==> src/design/valley_period_estimator_unit_macros.svh <==
// Assertion macros for the valley period estimator
`ifndef VALLEY_PERIOD_ESTIMATOR_UNIT_MACROS_SVH
`define VALLEY_PERIOD_ESTIMATOR_UNIT_MACROS_SVH

// Same-cycle implication, checked outside reset
`define VPE_ASSERT_NOW(lbl, clk, rst_n, ante, cons, msg) \
	lbl: assert property (@(posedge clk) disable iff (!(rst_n)) (ante) |-> (cons)) \
		else $error(msg);

// Next-cycle implication, checked outside reset
`define VPE_ASSERT_NEXT(lbl, clk, rst_n, ante, cons, msg) \
	lbl: assert property (@(posedge clk) disable iff (!(rst_n)) (ante) |=> (cons)) \
		else $error(msg);

`endif

==> src/design/vpe_pkg.sv <==
// Shared types and constants for the valley period estimator
package vpe_pkg;

	localparam int LEVEL_BITS   = 12;
	localparam int BOUND_BITS   = 16;
	localparam int SCALE_BITS   = 8;
	localparam int EST_BITS     = 24;
	localparam int CFG_IDX_BITS = 3;
	localparam int CFG_DAT_BITS = 16;

	localparam logic [EST_BITS-1:0] EST_MAX = '1;

	// Register indexes on the configuration port
	localparam logic [CFG_IDX_BITS-1:0] REG_VALLEY_LEVEL     = 3'd0;
	localparam logic [CFG_IDX_BITS-1:0] REG_MIN_SPACING      = 3'd1;
	localparam logic [CFG_IDX_BITS-1:0] REG_UPPER_BOUND      = 3'd2;
	localparam logic [CFG_IDX_BITS-1:0] REG_LOWER_BOUND      = 3'd3;
	localparam logic [CFG_IDX_BITS-1:0] REG_PERIOD_SCALE     = 3'd4;
	localparam logic [CFG_IDX_BITS-1:0] REG_INITIAL_ESTIMATE = 3'd5;

	// Accepted-valley count codes
	localparam logic [1:0] ACC_NONE    = 2'd0;
	localparam logic [1:0] ACC_MEASURE = 2'd2;
	localparam logic [1:0] ACC_FULL    = 2'd3;

	// History fill count at which valleys are tested
	localparam logic [2:0] FILL_FULL = 3'd4;

	typedef struct packed {
		logic [LEVEL_BITS-1:0] valley_level;
		logic [BOUND_BITS-1:0] min_spacing;
		logic [BOUND_BITS-1:0] upper_bound;
		logic [BOUND_BITS-1:0] lower_bound;
		logic [SCALE_BITS-1:0] period_scale;
		logic [BOUND_BITS-1:0] initial_estimate;
	} cfg_t;

	localparam cfg_t CFG_RESET = '{
		valley_level:     12'd3000,
		min_spacing:      16'd40,
		upper_bound:      16'd500,
		lower_bound:      16'd100,
		period_scale:     8'd1,
		initial_estimate: 16'd60
	};

endpackage

==> src/design/vpe_history.sv <==
// Four-deep sample history and valley detector
module vpe_history
	import vpe_pkg::*;
#(
	parameter int SAMPLE_BITS = 12
) (
	input  logic                   clk,
	input  logic                   arst_n,
	input  logic                   step,
	input  logic [SAMPLE_BITS-1:0] sample,
	input  logic [LEVEL_BITS-1:0]  level,
	output logic                   valley
);

	localparam int CMP_BITS = (SAMPLE_BITS > LEVEL_BITS) ? SAMPLE_BITS : LEVEL_BITS;

	logic [SAMPLE_BITS-1:0] hist_q [4];
	logic [2:0]             fill_q;

	// Valley sits two back: below four back, below the new sample and below the level
	always_comb begin
		valley = (fill_q >= FILL_FULL) && (hist_q[1] < hist_q[3]) && (sample > hist_q[1])
			&& (CMP_BITS'(hist_q[1]) < CMP_BITS'(level));
	end

	// Shift the history and count warm-up samples
	always_ff @(posedge clk or negedge arst_n) begin
		if (!arst_n) begin
			hist_q[0] <= '0;
			hist_q[1] <= '0;
			hist_q[2] <= '0;
			hist_q[3] <= '0;
			fill_q    <= '0;
		end else if (step) begin
			hist_q[3] <= hist_q[2];
			hist_q[2] <= hist_q[1];
			hist_q[1] <= hist_q[0];
			hist_q[0] <= sample;
			if (fill_q < FILL_FULL) begin
				fill_q <= fill_q + 3'd1;
			end
		end
	end

endmodule

==> src/design/vpe_bound.sv <==
// Period to estimate: scale in range, clamp to a bound outside it
module vpe_bound
	import vpe_pkg::*;
#(
	parameter int AGE_BITS = 16
) (
	input  logic [AGE_BITS:0]   period,
	input  cfg_t                cfg,
	output logic [EST_BITS-1:0] est
);

	localparam int PER_BITS  = AGE_BITS + 1;
	localparam int CMP_BITS  = (PER_BITS > BOUND_BITS) ? PER_BITS : BOUND_BITS;
	localparam int RAW_BITS  = PER_BITS + SCALE_BITS;
	localparam int PROD_BITS = (RAW_BITS > EST_BITS) ? RAW_BITS : EST_BITS + 1;

	logic [CMP_BITS-1:0]  per_c;
	logic [CMP_BITS-1:0]  lo_c;
	logic [CMP_BITS-1:0]  up_c;
	logic [PROD_BITS-1:0] prod;

	// Compare against the bounds and saturate the scaled period
	always_comb begin
		per_c = CMP_BITS'(period);
		lo_c  = CMP_BITS'(cfg.lower_bound);
		up_c  = CMP_BITS'(cfg.upper_bound);
		prod  = PROD_BITS'(period) * PROD_BITS'(cfg.period_scale);
		if ((per_c >= lo_c) && (per_c <= up_c)) begin
			est = (prod > PROD_BITS'(EST_MAX)) ? EST_MAX : prod[EST_BITS-1:0];
		end else if (per_c > up_c) begin
			est = EST_BITS'(cfg.upper_bound);
		end else begin
			est = EST_BITS'(cfg.lower_bound);
		end
	end

endmodule

==> src/design/valley_period_estimator_unit.sv <==
// Valley period estimator: one result beat per sample beat, one beat per clock sustained.
// Each sample beat is captured in an input register and then, once the output register is free,
// produces exactly one result beat there: throughput one sample per clock with no stall of its
// own; only downstream back-pressure slows it. The cycle is set by the acceptance path: age
// increment, two-gap add, 17x8 multiply and saturation feeding the held estimate. A valley is
// the sample two back when it is below the sample four back, below the new sample and below
// valley_level; it counts only if more than min_spacing samples follow the previous accepted
// valley. From the third accepted valley on, each acceptance measures the span back to the
// valley two before and loads the estimate (scaled if within the bounds, else the bound
// crossed); updated marks beats on which a valley was accepted. Configuration must be written
// only when idle; the block itself does not enforce this.
`include "valley_period_estimator_unit_macros.svh"

module valley_period_estimator_unit
	import vpe_pkg::*;
#(
	parameter int SAMPLE_BITS = 12,
	parameter int AGE_BITS    = 16
) (
	input  logic                               clk,
	input  logic                               arst_n,
	// configuration write port
	input  logic                               cfg_we,
	input  logic [CFG_IDX_BITS-1:0]            cfg_index,
	input  logic [CFG_DAT_BITS-1:0]            cfg_data,
	// sample stream
	input  logic                               s_tvalid,
	output logic                               s_tready,
	input  logic [((SAMPLE_BITS+7)/8)*8-1:0]   s_tdata,   // sample
	// result stream
	output logic                               m_tvalid,
	input  logic                               m_tready,
	output logic [EST_BITS-1:0]                m_tdata,   // estimate
	output logic                               m_tuser    // updated
);

	localparam int PER_BITS = AGE_BITS + 1;
	localparam int SP_BITS  = (AGE_BITS > BOUND_BITS) ? AGE_BITS : BOUND_BITS;
	localparam logic [AGE_BITS-1:0] AGE_MAX = '1;

	cfg_t                   cfg_q;
	logic                   valid_s1;
	logic [SAMPLE_BITS-1:0] sample_s1;
	logic                   out_valid_q;
	logic [EST_BITS-1:0]    est_q;
	logic                   updated_q;

	logic [1:0]             acc_q;
	logic [AGE_BITS-1:0]    age_q;
	logic [AGE_BITS-1:0]    prev_gap_q;
	logic [EST_BITS-1:0]    held_q;

	logic                   advance;
	logic                   fire;
	logic                   valley;
	logic [AGE_BITS-1:0]    gap;
	logic                   spaced;
	logic                   accept;
	logic                   measure;
	logic [PER_BITS-1:0]    period;
	logic [EST_BITS-1:0]    bound_est;
	logic [EST_BITS-1:0]    est_next;

	// Handshake: the result register frees up when empty or taken
	assign advance  = !out_valid_q || m_tready;
	assign fire     = valid_s1 && advance;
	assign s_tready = !valid_s1 || advance;

	assign m_tvalid = out_valid_q;
	assign m_tdata  = est_q;
	assign m_tuser  = updated_q;

	vpe_history #(
		.SAMPLE_BITS(SAMPLE_BITS)
	) u_history (
		.clk    (clk),
		.arst_n (arst_n),
		.step   (fire),
		.sample (sample_s1),
		.level  (cfg_q.valley_level),
		.valley (valley)
	);

	vpe_bound #(
		.AGE_BITS(AGE_BITS)
	) u_bound (
		.period (period),
		.cfg    (cfg_q),
		.est    (bound_est)
	);

	// Decide acceptance and the measured period for the beat in stage one
	always_comb begin
		gap      = (age_q == AGE_MAX) ? age_q : age_q + 1'b1;
		spaced   = SP_BITS'(gap) > SP_BITS'(cfg_q.min_spacing);
		accept   = valley && ((acc_q == ACC_NONE) || spaced);
		measure  = accept && (acc_q >= ACC_MEASURE);
		period   = PER_BITS'(gap) + PER_BITS'(prev_gap_q);
		est_next = measure ? bound_est : held_q;
	end

	// Input register valid and result register valid
	always_ff @(posedge clk or negedge arst_n) begin
		if (!arst_n) begin
			valid_s1    <= 1'b0;
			out_valid_q <= 1'b0;
		end else begin
			if (s_tready) begin
				valid_s1 <= s_tvalid;
			end
			if (advance) begin
				out_valid_q <= valid_s1;
			end
		end
	end

	// Payload: capture the sample, hold the result beat
	always_ff @(posedge clk) begin
		if (s_tvalid && s_tready) begin
			sample_s1 <= s_tdata[SAMPLE_BITS-1:0];
		end
		if (fire) begin
			est_q     <= est_next;
			updated_q <= accept;
		end
	end

	// Valley tracking state and configuration registers
	always_ff @(posedge clk or negedge arst_n) begin
		if (!arst_n) begin
			cfg_q      <= CFG_RESET;
			acc_q      <= ACC_NONE;
			age_q      <= '0;
			prev_gap_q <= '0;
			held_q     <= EST_BITS'(CFG_RESET.initial_estimate);
		end else begin
			if (fire) begin
				age_q <= accept ? '0 : gap;
				if (accept && (acc_q != ACC_NONE)) begin
					prev_gap_q <= gap;
				end
				if (accept && (acc_q != ACC_FULL)) begin
					acc_q <= acc_q + 2'd1;
				end
				if (measure) begin
					held_q <= bound_est;
				end
			end
			if (cfg_we) begin
				unique case (cfg_index)
					REG_VALLEY_LEVEL:     cfg_q.valley_level <= cfg_data[LEVEL_BITS-1:0];
					REG_MIN_SPACING:      cfg_q.min_spacing  <= cfg_data[BOUND_BITS-1:0];
					REG_UPPER_BOUND:      cfg_q.upper_bound  <= cfg_data[BOUND_BITS-1:0];
					REG_LOWER_BOUND:      cfg_q.lower_bound  <= cfg_data[BOUND_BITS-1:0];
					REG_PERIOD_SCALE:     cfg_q.period_scale <= cfg_data[SCALE_BITS-1:0];
					REG_INITIAL_ESTIMATE: begin
						cfg_q.initial_estimate <= cfg_data[BOUND_BITS-1:0];
						if (acc_q != ACC_FULL) begin
							held_q <= EST_BITS'(cfg_data[BOUND_BITS-1:0]);
						end
					end
					default: ;
				endcase
			end
		end
	end

	// An accepted valley restarts the age count
	`VPE_ASSERT_NEXT(a_age_restart, clk, arst_n, fire && accept, age_q == '0, "age not cleared on accepted valley")

	// Without a valley or a write, the held estimate stays put
	`VPE_ASSERT_NEXT(a_held_stable, clk, arst_n, !(fire && accept) && !cfg_we, $stable(held_q), "held estimate moved without cause")

	// A result flagged updated means at least one valley is on record
	`VPE_ASSERT_NOW(a_updated_count, clk, arst_n, out_valid_q && updated_q, acc_q != ACC_NONE, "updated beat with no accepted valley")

endmodule

==> config.mk <==
export PLATFORM = sky130hd
export DESIGN_NAME = valley_period_estimator_unit
export DESIGN_NICKNAME = d
export VERILOG_FILES = /design/src/design/vpe_pkg.sv /design/src/design/vpe_history.sv /design/src/design/vpe_bound.sv /design/src/design/valley_period_estimator_unit.sv
export VERILOG_INCLUDE_DIRS = /design/src /design/src/design
export SDC_FILE = /design/constraint.sdc
export NUM_CORES = 1
export LEC_CHECK = 0
export ABC_AREA = 1
export BUFFER_PORTS_ARGS = -buffer_cell sky130_fd_sc_hd__buf_2
export CAP_MARGIN = 0
export CORE_ASPECT_RATIO = 0.75
export CORE_MARGIN = 2
export CORE_UTILIZATION = 70
export CTS_BUF_LIST = sky130_fd_sc_hd__clkbuf_8
export CTS_CLUSTER_DIAMETER = 60
export DETAILED_ROUTE_END_ITERATION = 16
export PLACE_DENSITY = 0.89
export SLEW_MARGIN = 20
export SYNTH_ARGS = -nofsm -noshare
export SYNTH_HDL_FRONTEND = slang
export SYNTH_SLANG_ARGS = --single-unit
==> constraint.sdc <==
create_clock -name clk -period 21.7 [get_ports clk]
set_clock_uncertainty 0.2 [all_clocks]
set_input_delay 4.34 -clock clk [delete_from_list [all_inputs] [get_ports clk]]
set_output_delay 4.34 -clock clk [all_outputs]
set_load 0.02 [all_outputs]
After elaboration in Yosys (flattened, before gate mapping)
Index checks and enable logic that the tools add are counted.
{ "totals": {"elab_cells": 78, "ram_bits": 0, "inputBits": 40, "out_inout_bits": 27, "latchBits": 0, "romBits": 0, "reg_bits": 216, "n_memories": 0} }
{ "op_classes": {"mux": 10, "eq_ne": 7, "n_addsub": 4, "order_cmp": 11, "n_reduce_logical": 26, "mul": 1, "shift": 0, "n_bitwise": 0, "div_mod_pow": 0} }
{ "ops": {"columns": ["operator", "n"], "rows": [
  ["$mux W24", 7],
  ["$mux W16", 3],
  ["$gt A25 B24 Y1 const B", 1],
  ["$mul A17 B8 Y25", 1],
  ["$lt A12 B12 Y1", 2],
  ["$add A16 B16 Y17", 1],
  ["$ge A17 B16 Y1", 1],
  ["$gt A17 B16 Y1", 1],
  ["$le A17 B16 Y1", 1],
  ["$add A16 B1 Y16 const B", 1],
  ["$eq A16 B16 Y1 const B", 1],
  ["$gt A16 B16 Y1", 1],
  ["$reduce_and A2 Y1", 8],
  ["$gt A12 B12 Y1", 1],
  ["$logic_and A1 B1 Y1", 10],
  ["$eq A3 B2 Y1 const B", 2],
  ["$eq A3 B3 Y1 const B", 2],
  ["$add A3 B1 Y3 const B", 1],
  ["$eq A3 B1 Y1 const B", 1],
  ["$ge A3 B3 Y1 const B", 1],
  ["$logic_not A3 Y1", 1],
  ["$logic_or A1 B1 Y1", 3],
  ["$lt A3 B3 Y1 const B", 1],
  ["$add A2 B1 Y2 const B", 1],
  ["other kinds (5)", 6]
]} }

Longest topological paths before layout
Gate-level depths: netlist (run 1).
{ "logic_depth": {"ltp_word": 12, "mapped_depth": 43, "mapped_depth_nobuf": 42} }

Modules after synthesis
Synthesis (run 1) repeated with hierarchy kept, for this count alone.
{ "unflattened": {"hier_cells": 2469, "hier_area_um2": 18426.4} }
{ "modules_own_cells": {"columns": ["module", "n_inst", "cells_each", "area_per_inst_um2"], "rows": [
  ["valley_period_estimator_unit", 1, 983, 8842.2],
  ["vpe_bound", 1, 1131, 6720.2],
  ["vpe_history", 1, 355, 2864.0]
]} }

Worst setup path after synthesis (run 1)
OpenSTA, ideal clock, no wires.
{ "synth_path": {"path_kind": "in2out", "start": "in m_tready", "end": "out s_tready", "t_arrival_ns": 4.593, "slack_ns": 12.567, "path_stages": 2, "path_cell_list": "inv_1 nand3_1"} }
{ "synth_between": {"elab_chain_cells": 2} }
{ "synth_rtl": {"columns": ["element", "line", "source"], "rows": [
  ["start: declaration", "valley_period_estimator_unit.sv:32", "input logic m_tready,"],
  ["$logic_or A1 B1 Y1", "valley_period_estimator_unit.sv:65", "assign advance = !out_valid_q || m_tready;"],
  ["$logic_or A1 B1 Y1", "valley_period_estimator_unit.sv:67", "assign s_tready = !valid_s1 || advance;"],
  ["end: declaration", "valley_period_estimator_unit.sv:28", "output logic s_tready,"]
]} }
No other way between the ends.

Worst setup path after layout (run 1)
Same ends and word-level chain as after synthesis.

==> results.ini, run 1 <==
[die]
die-height_um = 137
core_mm2 = 0.0231
ios = 67
start_util = 0.715
die_w_um = 182
row_count = 48
dieArea_mm2 = 0.0249

[global_route]
grt_overflow_total = 0
grt_pass1_wl_mm = 68.3
antenna_found_initial = 0
grt_pass1_vias = 14133
grt_use_total = 0.346
grt_max_degree = 102

[layout]
drive_above_1_share = 0.104
final_nets = 2376
final_util = 0.772
n_fill_cell = 1554
final_cells = 2425
syn_to_final_growth_pct = 7.87

[clocking]
cts-buffers-inserted = 37
clockBufferDepth = 3
post_cts_resized = 0
cts_tree = yes
cts.sinks = 216
postCtsSetupBuffers = 0
clk_latency_ns = 0.55
clkSlewWorstSetupHoldPaths_ns = 0.06
hold_buffers = 0
clockRootBuffer = clkbuf_8
htreeDepth = 2

[synthesis]
synth_seq_area_share = 0.340
netlist_instances = 2046
ys_seq_elements = 216
syn-cell-area_mm2 = 0.0165
yosysMostFrequentCell = nand2_1
yosysWarnings = 0
synthTopCellsByCount = 447 x nand2_1, 358 x inv_1, 179 x nor2_1
synth-main-ff-cell = dfrtp_1
synth_edf_count = 37
synth_area_leaders = dfrtp_1 24%, ha_1 11%, fa_1 11%
ys_async_sr_fraction = 0.829
syn_area_per_cell_um2 = 8.09
synth_cell_types = 56
yosysTopAreaCell = dfrtp_1
yosysTopAreaCellShare = 0.236
syn_nets = 2327

[sta]
setup_ws_ns = 12.40
final.min_clock_period_ns = 9.30
tightest_slew_ns = 0.991
setup_violations = 0
maxClockFrequency_mhz = 108
rsz0062_at_grt = no
finalHoldViolCount = 0
slew_headroom = 0.339
timing.setup.tns_ns = 0
report.final.slew_viol_count = 0
fin_crit_sh = 0.429

[worst_setup_path]
cp_data_required_time_ns = 17.16
crit_fanout = 3
worstPathArrival_ns = 4.76
worstSetupPathType = input port to primary output
cp-end-kind = primary output
startpoint_type = input port

[place]
dp_hpwl_mm = 30.2
placed_cells = 2356
finalWeightedCongestion = 0.919
portBuffers = 62
place_ws_ns = 12.39

[route]
wirelength_mm = 41.6
routedWlPerCell_um = 17.2
vias = 14122
viasPerCell = 5.82
drt_first_iter_violations = 1433
first_pass_iters = 8
post-route-drc-count = 0
route.antenna.remaining_nets = 0

[hold_path]
hold_path.class = flip-flop to flip-flop

[flow_run]
drv_cap = 0

[status]
status = complete, no violations

routing by layer:
metal  track usage  vias to the layer above  wire length [µm]
met5             0                        -                 0
met4         0.122                        0              1140
met3        0.0894                      116              4270
met2         0.544                      697             18800
met1         0.471                     6754             17300
li1              -                     6555                 -
flip-flops by register name, indices dropped and copies added, names as in the netlist, 2 cells and up:
register          count
acc_q                 2
age_q                16
cfg_q                68
held_q               24
m_tdata              24
prev_gap_q           16
sample_s1            12
u_history.fill_q      3
u_history.hist_q     48
critical path, cell delays in order:
cell and delay, ns:
buf_2 0.09, inv_1 0.05, nand3_1 0.09, buf_2 0.18
through the flow:
| stage | hold WS (ns) | area (µm²) |
|---|---|---|
| 3_5_place_dp | 0.263 | 17000 |
| 4_1_cts | 0.282 | 17800 |
| 6_report | 0.278 | 17800 |
| 5_1_grt | 0.304 | 17800 |
| 2_1_floorplan | 0.233 | 16500 |
| 3_3_place_gp | 0.255 | 17000 |
area by class of cell:
cell class                 count  area, µm²  share of cell area
multi-input combinational   1403       9250               0.518
sequential                   216       5620               0.315
inverter                     370       1400              0.0782
clock buffer                  48        661              0.0370
tap                          300        375              0.0210
timing repair buffer          67        354              0.0198
clock inverter                20        188              0.0105
antenna                        1       2.50            0.000140
kinds of logic after synthesis:
| kind of cell | Yosys count | share of synthesized area |
|---|---|---|
| DFF | 216 | 0.340 |
| AOI/OAI and AO/OA | 313 | 0.103 |
| buffers and inverters | 427 | 0.102 |
| adders and majority gates | 241 | 0.224 |
| and+or+nand+nor | 810 | 0.211 |
| xor gates and xnor gates | 39 | 0.0216 |
cells in the final DEF (no fill, tap or decap), drive strengths merged, types with 3 or more instances in the layout:
| cell | Yosys | routed |
|---|---|---|
| clkinv | 1 | 7 |
| clkbuf | 44 | 48 |
| o21ai | 170 | 170 |
| o21bai | 7 | 7 |
| buf | 13 | 67 |
| nand2 | 458 | 458 |
| o21a | 4 | 4 |
| or2 | 12 | 12 |
| fa | 91 | 91 |
| dfrtp | 156 | 156 |
| a21oi | 107 | 107 |
| ha | 150 | 150 |
| nor4 | 5 | 5 |
| dfstp | 23 | 23 |
| nor2 | 183 | 183 |
| o22ai | 8 | 8 |
| and2 | 18 | 18 |
| a21o | 6 | 6 |
| nand4 | 9 | 9 |
| inv | 369 | 380 |
| nor3 | 24 | 24 |
| edfxtp | 37 | 37 |
| xor2 | 29 | 29 |
| bufinv | 0 | 3 |
| o211ai | 3 | 3 |
| xnor2 | 10 | 10 |
| nand3 | 99 | 99 |
worst paths after layout:
check	from	endpoint	slack, ns	cells past startpoint
setup / recovery	m_tready	s_tready	12.40	4
hold / removal	u_history.hist_q[39]	u_history.hist_q[39]	0.28	2
setup reg to reg	age_q[8]	m_tdata[4]	12.81	37
hold reg to reg	u_history.hist_q[39]	u_history.hist_q[39]	0.28	2
max in group asynchronous	arst_n	u_history.hist_q[36]	15.96	2
min in group asynchronous	arst_n	age_q[11]	3.75	1
Power of run 1 is left out: the tool's default activity adds up to more than one toggle a clock period on the data nets, which glitch-free logic cannot reach.
==> run 2, diff against run 1 <==
Settings changed: CORE_UTILIZATION 70 to 65, PLACE_DENSITY 0.89 to 0.83.
Clock period 21.7 ns to 9 ns, I/O delays scaled along.
==> run 2 against run 1 <==
  * Worst hold slack lost 0.021 ns
  * Flip-flop and latch count is the same
  * Via count shrank 2.7%
  * Count of clock-buffer cells in the layout shrank 4
  * Sequential share of layout area grew 0.053 points
  * Critical endpoint is now m_tdata[5]
  * Highest routed layer unchanged
==> results.ini, run 2 (synthesis gave the netlist of run 1 again) <==
[sta]
final.min_clock_period_ns = 8.45
slew_headroom = 0.374  ; was 0.339
rsz0062_at_grt = no  ; unchanged
timing.setup.tns_ns = 0  ; unchanged
maxClockFrequency_mhz = 118
fin_crit_sh = 0.939
setup_violations = 0  ; unchanged
hold_slack_ns = 0.258  ; was 0.278 ns
tightest_slew_ns = 0.939  ; was 0.991 ns
finalHoldViolCount = 0  ; unchanged
report.final.slew_viol_count = 0  ; unchanged

[place]
portBuffers = 62  ; unchanged
dp_hpwl_mm = 29.7  ; was 30.2 mm
finalWeightedCongestion = 0.906  ; was 0.919

[die]
dieArea_mm2 = 0.0268  ; was 0.0249 mm²
row_count = 50  ; was 48
core_mm2 = 0.0250  ; was 0.0231 mm²
die-height_um = 142  ; was 137 µm
ios = 67  ; unchanged
start_util = 0.663  ; was 0.715
die_w_um = 188  ; was 182 µm

[global_route]
grt_busiest_layer = met2  ; unchanged
antenna_found_initial = 0  ; unchanged
grt_overflow_total = 0  ; unchanged
grt_pass1_vias = 13278  ; was 14133
grt_pass1_wl_mm = 64.7  ; was 68.3 mm
grt_use_total = 0.302  ; was 0.346
grt_max_degree = 100  ; was 102
use_met3 = 0.0488  ; was 0.0894
gr-usage-met2 = 0.464  ; was 0.544
global_route.usage.met1 = 0.444  ; was 0.471

[layout]
layout_common_cells = 447 x nand2_1, 372 x inv_1, 179 x nor2_1  ; was 447 x nand2_1, 364 x inv_1, 179 x nor2_1
diodes = 0  ; was 1
top_regs = cfg_q: 68 flops, u_history.hist_q: 48 flops  ; unchanged
largest_reg_flops = 68  ; unchanged
final_nets = 2383  ; was 2376
regMostFlops = cfg_q  ; unchanged
final_common_cell = nand2_1  ; unchanged
syn_to_final_growth_pct = 7.69  ; was 7.87%
drive_above_1_share = 0.103  ; was 0.104

[worst_setup_path]
r2r_slack_ns = 0.55  ; was 12.81 ns
startpoint_type = flip-flop  ; was input port
reg2reg_from = age_q[8]  ; unchanged
worstSetupPathType = flip-flop to flip-flop  ; was input port to primary output
worstPathArrival_ns = 8.57  ; was 4.76 ns
crit_fanout = 19  ; was 3
critical-path-slowest-cell = fa_1  ; was buf_2
cp-end-kind = flip-flop  ; was primary output
cp_data_required_time_ns = 9.12  ; was 17.16 ns
reg2regPathDepth = 38  ; was 37
timing.rr.end = m_tdata[5]  ; was m_tdata[4]
cp_slowest_stage_delay_ns = 0.58  ; was 0.18 ns
path_common_cell = nand2_1  ; was buf_2

[route]
drt_first_iter_violations = 1046  ; was 1433
route.antenna.remaining_nets = 0  ; unchanged
routedWlPerCell_um = 15.9  ; was 17.2 µm
vias = 13735  ; was 14122
wirelength_mm = 39.3  ; was 41.6 mm
post-route-drc-count = 0  ; unchanged
first_pass_iters = 6  ; was 8
viasPerCell = 5.57  ; was 5.82

[clocking]
post_cts_resized = 0  ; unchanged
cts-buffers-inserted = 37  ; unchanged
htreeDepth = 2  ; unchanged
clockBufferDepth = 3  ; unchanged
postCtsSetupBuffers = 0  ; unchanged
clk_latency_ns = 0.56  ; was 0.55 ns
cts_tree = yes  ; unchanged
clkSlewWorstSetupHoldPaths_ns = 0.06  ; about the same
cts.sinks = 216  ; unchanged
clockRootBuffer = clkbuf_8  ; unchanged
hold_buffers = 0  ; unchanged

[status]
status = complete, no violations  ; unchanged

[hold_path]
hold_start = u_history.hist_q[13]  ; was u_history.hist_q[39]
hold_path.class = flip-flop to flip-flop  ; unchanged
hold_path_depth = 2  ; unchanged
min_to = u_history.hist_q[1]  ; was u_history.hist_q[39]

[pwr]
p_per_area_mw_per_mm2 = 410
leakage_uw = 0.00936
irDropWorstVdd_uv = 359

[flow_run]
drv_cap = 0  ; unchanged

run 2: changes by cell type in the layout (fill, tap and decap cells not counted), sizes merged:
cell	before	now
buf	67	74
inv	380	386
clkinv	7	5
clkinvlp	0	2
clkbuf	48	44
bufinv	3	0
diode	1	0
run 2: critical path: cells and delay by family, from the launching register on:
kind / cells / cell delay, ns
adder cells (fa/ha/maj): 6 / 2.84
AND/OR/NAND/NOR: 20 / 2.54
AO/OA/AOI/OAI: 7 / 1.21
XOR/XNOR: 2 / 0.74
flip-flops: 1 / 0.43
buffers and inverters: 3 / 0.25
run 2: how the worst max path moves through the flow:
stage	start	slack [ns]	to
floorplan	age_q[9]	1.84	m_tdata[4]
global placement	age_q[8]	0.77	m_tdata[4]
detailed placement	age_q[0]	0.70	m_tdata[4]
CTS	age_q[0]	0.65	m_tdata[0]
global route	age_q[8]	0.03	m_tdata[0]
finish	age_q[8]	0.55	m_tdata[5]
run 2: power breakdown:
group	internal (µW)	total (µW)	switching (µW)	leakage (µW)
combinational	1760	4970	3210	0.00638
sequential	1300	1460	162	0.00255
clock	449	872	423	0.000423
run 2: layout make-up:
type	instances	area (µm²)
Sequential cell	216	5620
Inverter	370	1400
Multi-Input combinational cell	1403	9250
Clock buffer	44	606
Clock inverter	23	111
Timing Repair Buffer	74	410
Fill cell	1880	7150
Tap cell	338	423
run 2: per-stage QoR:
stage	setup slack [ns]	power [µW]	util	instance area, µm²	std cells
global route	0.0251	8060	0.714	17800	2468
detailed placement	0.699	6340	0.684	17100	2401
CTS	0.647	7260	0.713	17800	2468
global placement	0.766	6150	0.684	17100	2401
finish	0.546	7310	0.714	17800	2468
floorplan	1.84	5210	-	16500	2046
run 2: per-layer routing:
layer / part of all wire / vias up
met5: 0 / -
met4: 0.021 / 0
met3: 0.083 / 68
met2: 0.44 / 500
met1: 0.46 / 6610
li1: - / 6557
Note: power is estimated with default switching activity, not from simulation.
==> run 3, diff against run 2 <==
Settings changed: SYNTH_HIERARCHICAL set to 1.
==> run 3 against run 2 <==
  * Global-route usage rose by 1.5 points
  * Wire length is 12% higher
  * Utilization fell by 0.51 points
  * Largest cell class unchanged
  * Via count is 12% higher
  * Register-to-register slack better by 0.04 ns
  * Total power increased by 1.8%
  * Critical path type unchanged
  * Cell area is 7.4% higher
  * Die area grew 7.8%
  * Sequential power about the same
  * Synthesized cell count rose by 18%
==> results.ini, run 3 <==
[pwr]
irDropWorstVdd_uv = 329  ; was 359 µV
pwr-share-seq = 0.201  ; about the same
internal-power_uw = 3570  ; was 3510 µW
switchingPower_uw = 3860  ; was 3790 µW
p_per_area_mw_per_mm2 = 389  ; was 410 mW/mm²
p_comb_frac = 0.681  ; was 0.680
leakage_uw = 0.0113  ; was 0.00936 µW
power_frac_clock = 0.118  ; was 0.119
netSwitchingFraction = 0.520  ; was 0.519

[synthesis]
syn_nets = 2697  ; was 2327
syn_area_per_cell_um2 = 7.39  ; was 8.09 µm²
syn-cell-area_mm2 = 0.0179  ; was 0.0165 mm²
yosysWarnings = 6  ; was 0
netlist_instances = 2417  ; was 2046

[worst_setup_path]
timing.rr.end = m_tdata[8]  ; was m_tdata[5]
cp-end-kind = flip-flop  ; unchanged
path_common_cell = nand2_1  ; unchanged
r2r_slack_ns = 0.59  ; was 0.55 ns
crit_fanout = 14  ; was 19
reg2regPathDepth = 39  ; was 38
critical-path-slowest-cell = fa_1  ; unchanged
worstSetupPathType = flip-flop to flip-flop  ; unchanged
cp_data_required_time_ns = 9.11  ; was 9.12 ns
cp_slowest_stage_delay_ns = 0.56  ; was 0.58 ns
startpoint_type = flip-flop  ; unchanged
worstPathArrival_ns = 8.52  ; was 8.57 ns
reg2reg_from = age_q[0]  ; was age_q[8]

[layout]
diodes = 0  ; unchanged
regMostFlops = cfg_q  ; unchanged
final_nets = 2735  ; was 2383
final_common_cell = nand2_1  ; unchanged
multiInputGateArea_mm2 = 0.00984  ; was 0.00925 mm²
top_regs = cfg_q: 68 flops, u_history/hist_q: 48 flops  ; was cfg_q: 68 flops, u_history.hist_q: 48 flops
largest_reg_flops = 68  ; unchanged
n_fill_cell = 2170  ; was 1880
final_cells = 2833  ; was 2468
layout_common_cells = 751 x nand2_1, 533 x inv_1, 156 x dfrtp_1  ; was 447 x nand2_1, 372 x inv_1, 179 x nor2_1
drive_above_1_share = 0.0951  ; was 0.103
syn_to_final_growth_pct = 7.10  ; was 7.69%
ff_latch_area_mm2 = 0.00562  ; unchanged

[clocking]
clkSlewWorstSetupHoldPaths_ns = 0.06  ; about the same
clockBufferDepth = 3  ; unchanged
clk_latency_ns = 0.55  ; was 0.56 ns
htreeDepth = 2  ; unchanged
hold_buffers = 0  ; unchanged
cts_tree = yes  ; unchanged
cts-buffers-inserted = 35  ; was 37
cts.sinks = 216  ; unchanged
clockRootBuffer = clkbuf_8  ; unchanged

[place]
portBuffers = 62  ; unchanged
placed_cells = 2769  ; was 2401
dp_hpwl_mm = 33.4  ; was 29.7 mm
finalWeightedCongestion = 0.947  ; was 0.906

[route]
post-route-drc-count = 0  ; unchanged
drt-met1-wl_mm = 19.9  ; was 17.9 mm
routedWlPerCell_um = 15.5  ; was 15.9 µm
wl_met3_mm = 4.16  ; was 3.25 mm
vias = 15318  ; was 13735
first_pass_iters = 5  ; was 6
viasPerCell = 5.41  ; was 5.57
dr_wl_met2_mm = 19.0  ; was 17.3 mm
route.antenna.remaining_nets = 0  ; unchanged
wirelength_mm = 44.0  ; was 39.3 mm
top_signal_layer_used = met4  ; unchanged
drt_first_iter_violations = 1396  ; was 1046

[hold_path]
hold_path_depth = 2  ; unchanged
hold_start = u_history/fill_q[2]  ; was u_history.hist_q[13]
hold_path.class = flip-flop to flip-flop  ; unchanged
min_to = u_history/fill_q[2]  ; was u_history.hist_q[1]

[global_route]
grt_pass1_wl_mm = 73.0  ; was 64.7 mm
grt_max_degree = 80  ; was 100
antenna_found_initial = 0  ; unchanged
grt_overflow_total = 0  ; unchanged
grt_use_total = 0.317  ; was 0.302
grt_pass1_vias = 14989  ; was 13278

[die]
start_util = 0.662  ; was 0.663
row_count = 52  ; was 50
die_w_um = 195  ; was 188 µm
ios = 67  ; unchanged
die-height_um = 148  ; was 142 µm
dieArea_mm2 = 0.0288  ; was 0.0268 mm²
core_mm2 = 0.0270  ; was 0.0250 mm²

[status]
status = complete, no violations  ; unchanged

[sta]
setup_violations = 0  ; unchanged
fin_crit_sh = 0.935  ; was 0.939
final.min_clock_period_ns = 8.41  ; was 8.45 ns
timing.setup.tns_ns = 0  ; unchanged
slew_headroom = 0.335  ; was 0.374
report.final.slew_viol_count = 0  ; unchanged
finalHoldViolCount = 0  ; unchanged
tightest_slew_ns = 0.995  ; was 0.939 ns
maxClockFrequency_mhz = 119  ; was 118 MHz
rsz0062_at_grt = no  ; unchanged

[flow_run]
drv_cap = 0  ; unchanged

## run 3: worst max-delay path: cells and delay by family (launching register included)
kind	cells	cell delay [ns]
adder cells (fa/ha/maj)	8	3.22
AND/OR/NAND/NOR	19	2.51
buffers and inverters	7	0.85
AO/OA/AOI/OAI	3	0.58
XOR/XNOR	2	0.42
flip-flops	1	0.40
## run 3: routing by layer
metal / vias up / track usage
met5: - / 0
met4: 0 / 0.0798
met3: 75 / 0.0641
met2: 583 / 0.486
met1: 7241 / 0.464
li1: 7419 / -
## run 3: cell type report
cell class / count / area share
well taps: 351 / 0.0230
inverters: 530 / 0.104
clock buffers: 43 / 0.0309
repair buffers: 90 / 0.0275
multi-input cells: 1582 / 0.514
flip-flops and latches: 216 / 0.294
clock inverters: 21 / 0.00654
## run 3: power by group through the flow
stage	combinational [µW]	sequential, µW	clock [µW]
after global routing	5760	1520	928
after global placement	4790	1490	0
after CTS	4990	1490	889
after detailed placement	4950	1510	0
final	5070	1490	877
after floorplan	3740	1470	0
## run 3: what timing repair did
item,4_1_cts,5_1_grt
endpoints found under the setup margin,0,43
gates resized for setup,0,6
setup buffers,0,0
## run 3: how the worst max path moves through the flow
stage | from | end | slack [ns]
floorplan | age_q[0] | m_tdata[10] | 1.61
global placement | age_q[0] | m_tdata[9] | 0.69
detailed placement | age_q[0] | m_tdata[9] | 0.49
CTS | age_q[0] | m_tdata[9] | 0.43
global route | age_q[0] | m_tdata[1] | 0.03
finish | age_q[0] | m_tdata[8] | 0.59
## run 3: stage by stage
step | instance area (µm²) | total power, µW | hold WS [ns] | setup slack [ns] | utilization
final | 19100 | 7440 | 0.260 | 0.586 | 0.709
after global routing | 19100 | 8210 | 0.286 | 0.0257 | 0.709
after CTS | 19100 | 7370 | 0.264 | 0.425 | 0.708
after detailed placement | 18400 | 6450 | 0.250 | 0.494 | 0.681
after global placement | 18400 | 6290 | 0.250 | 0.687 | 0.681
after floorplan | 17900 | 5210 | 0.235 | 1.61 | -
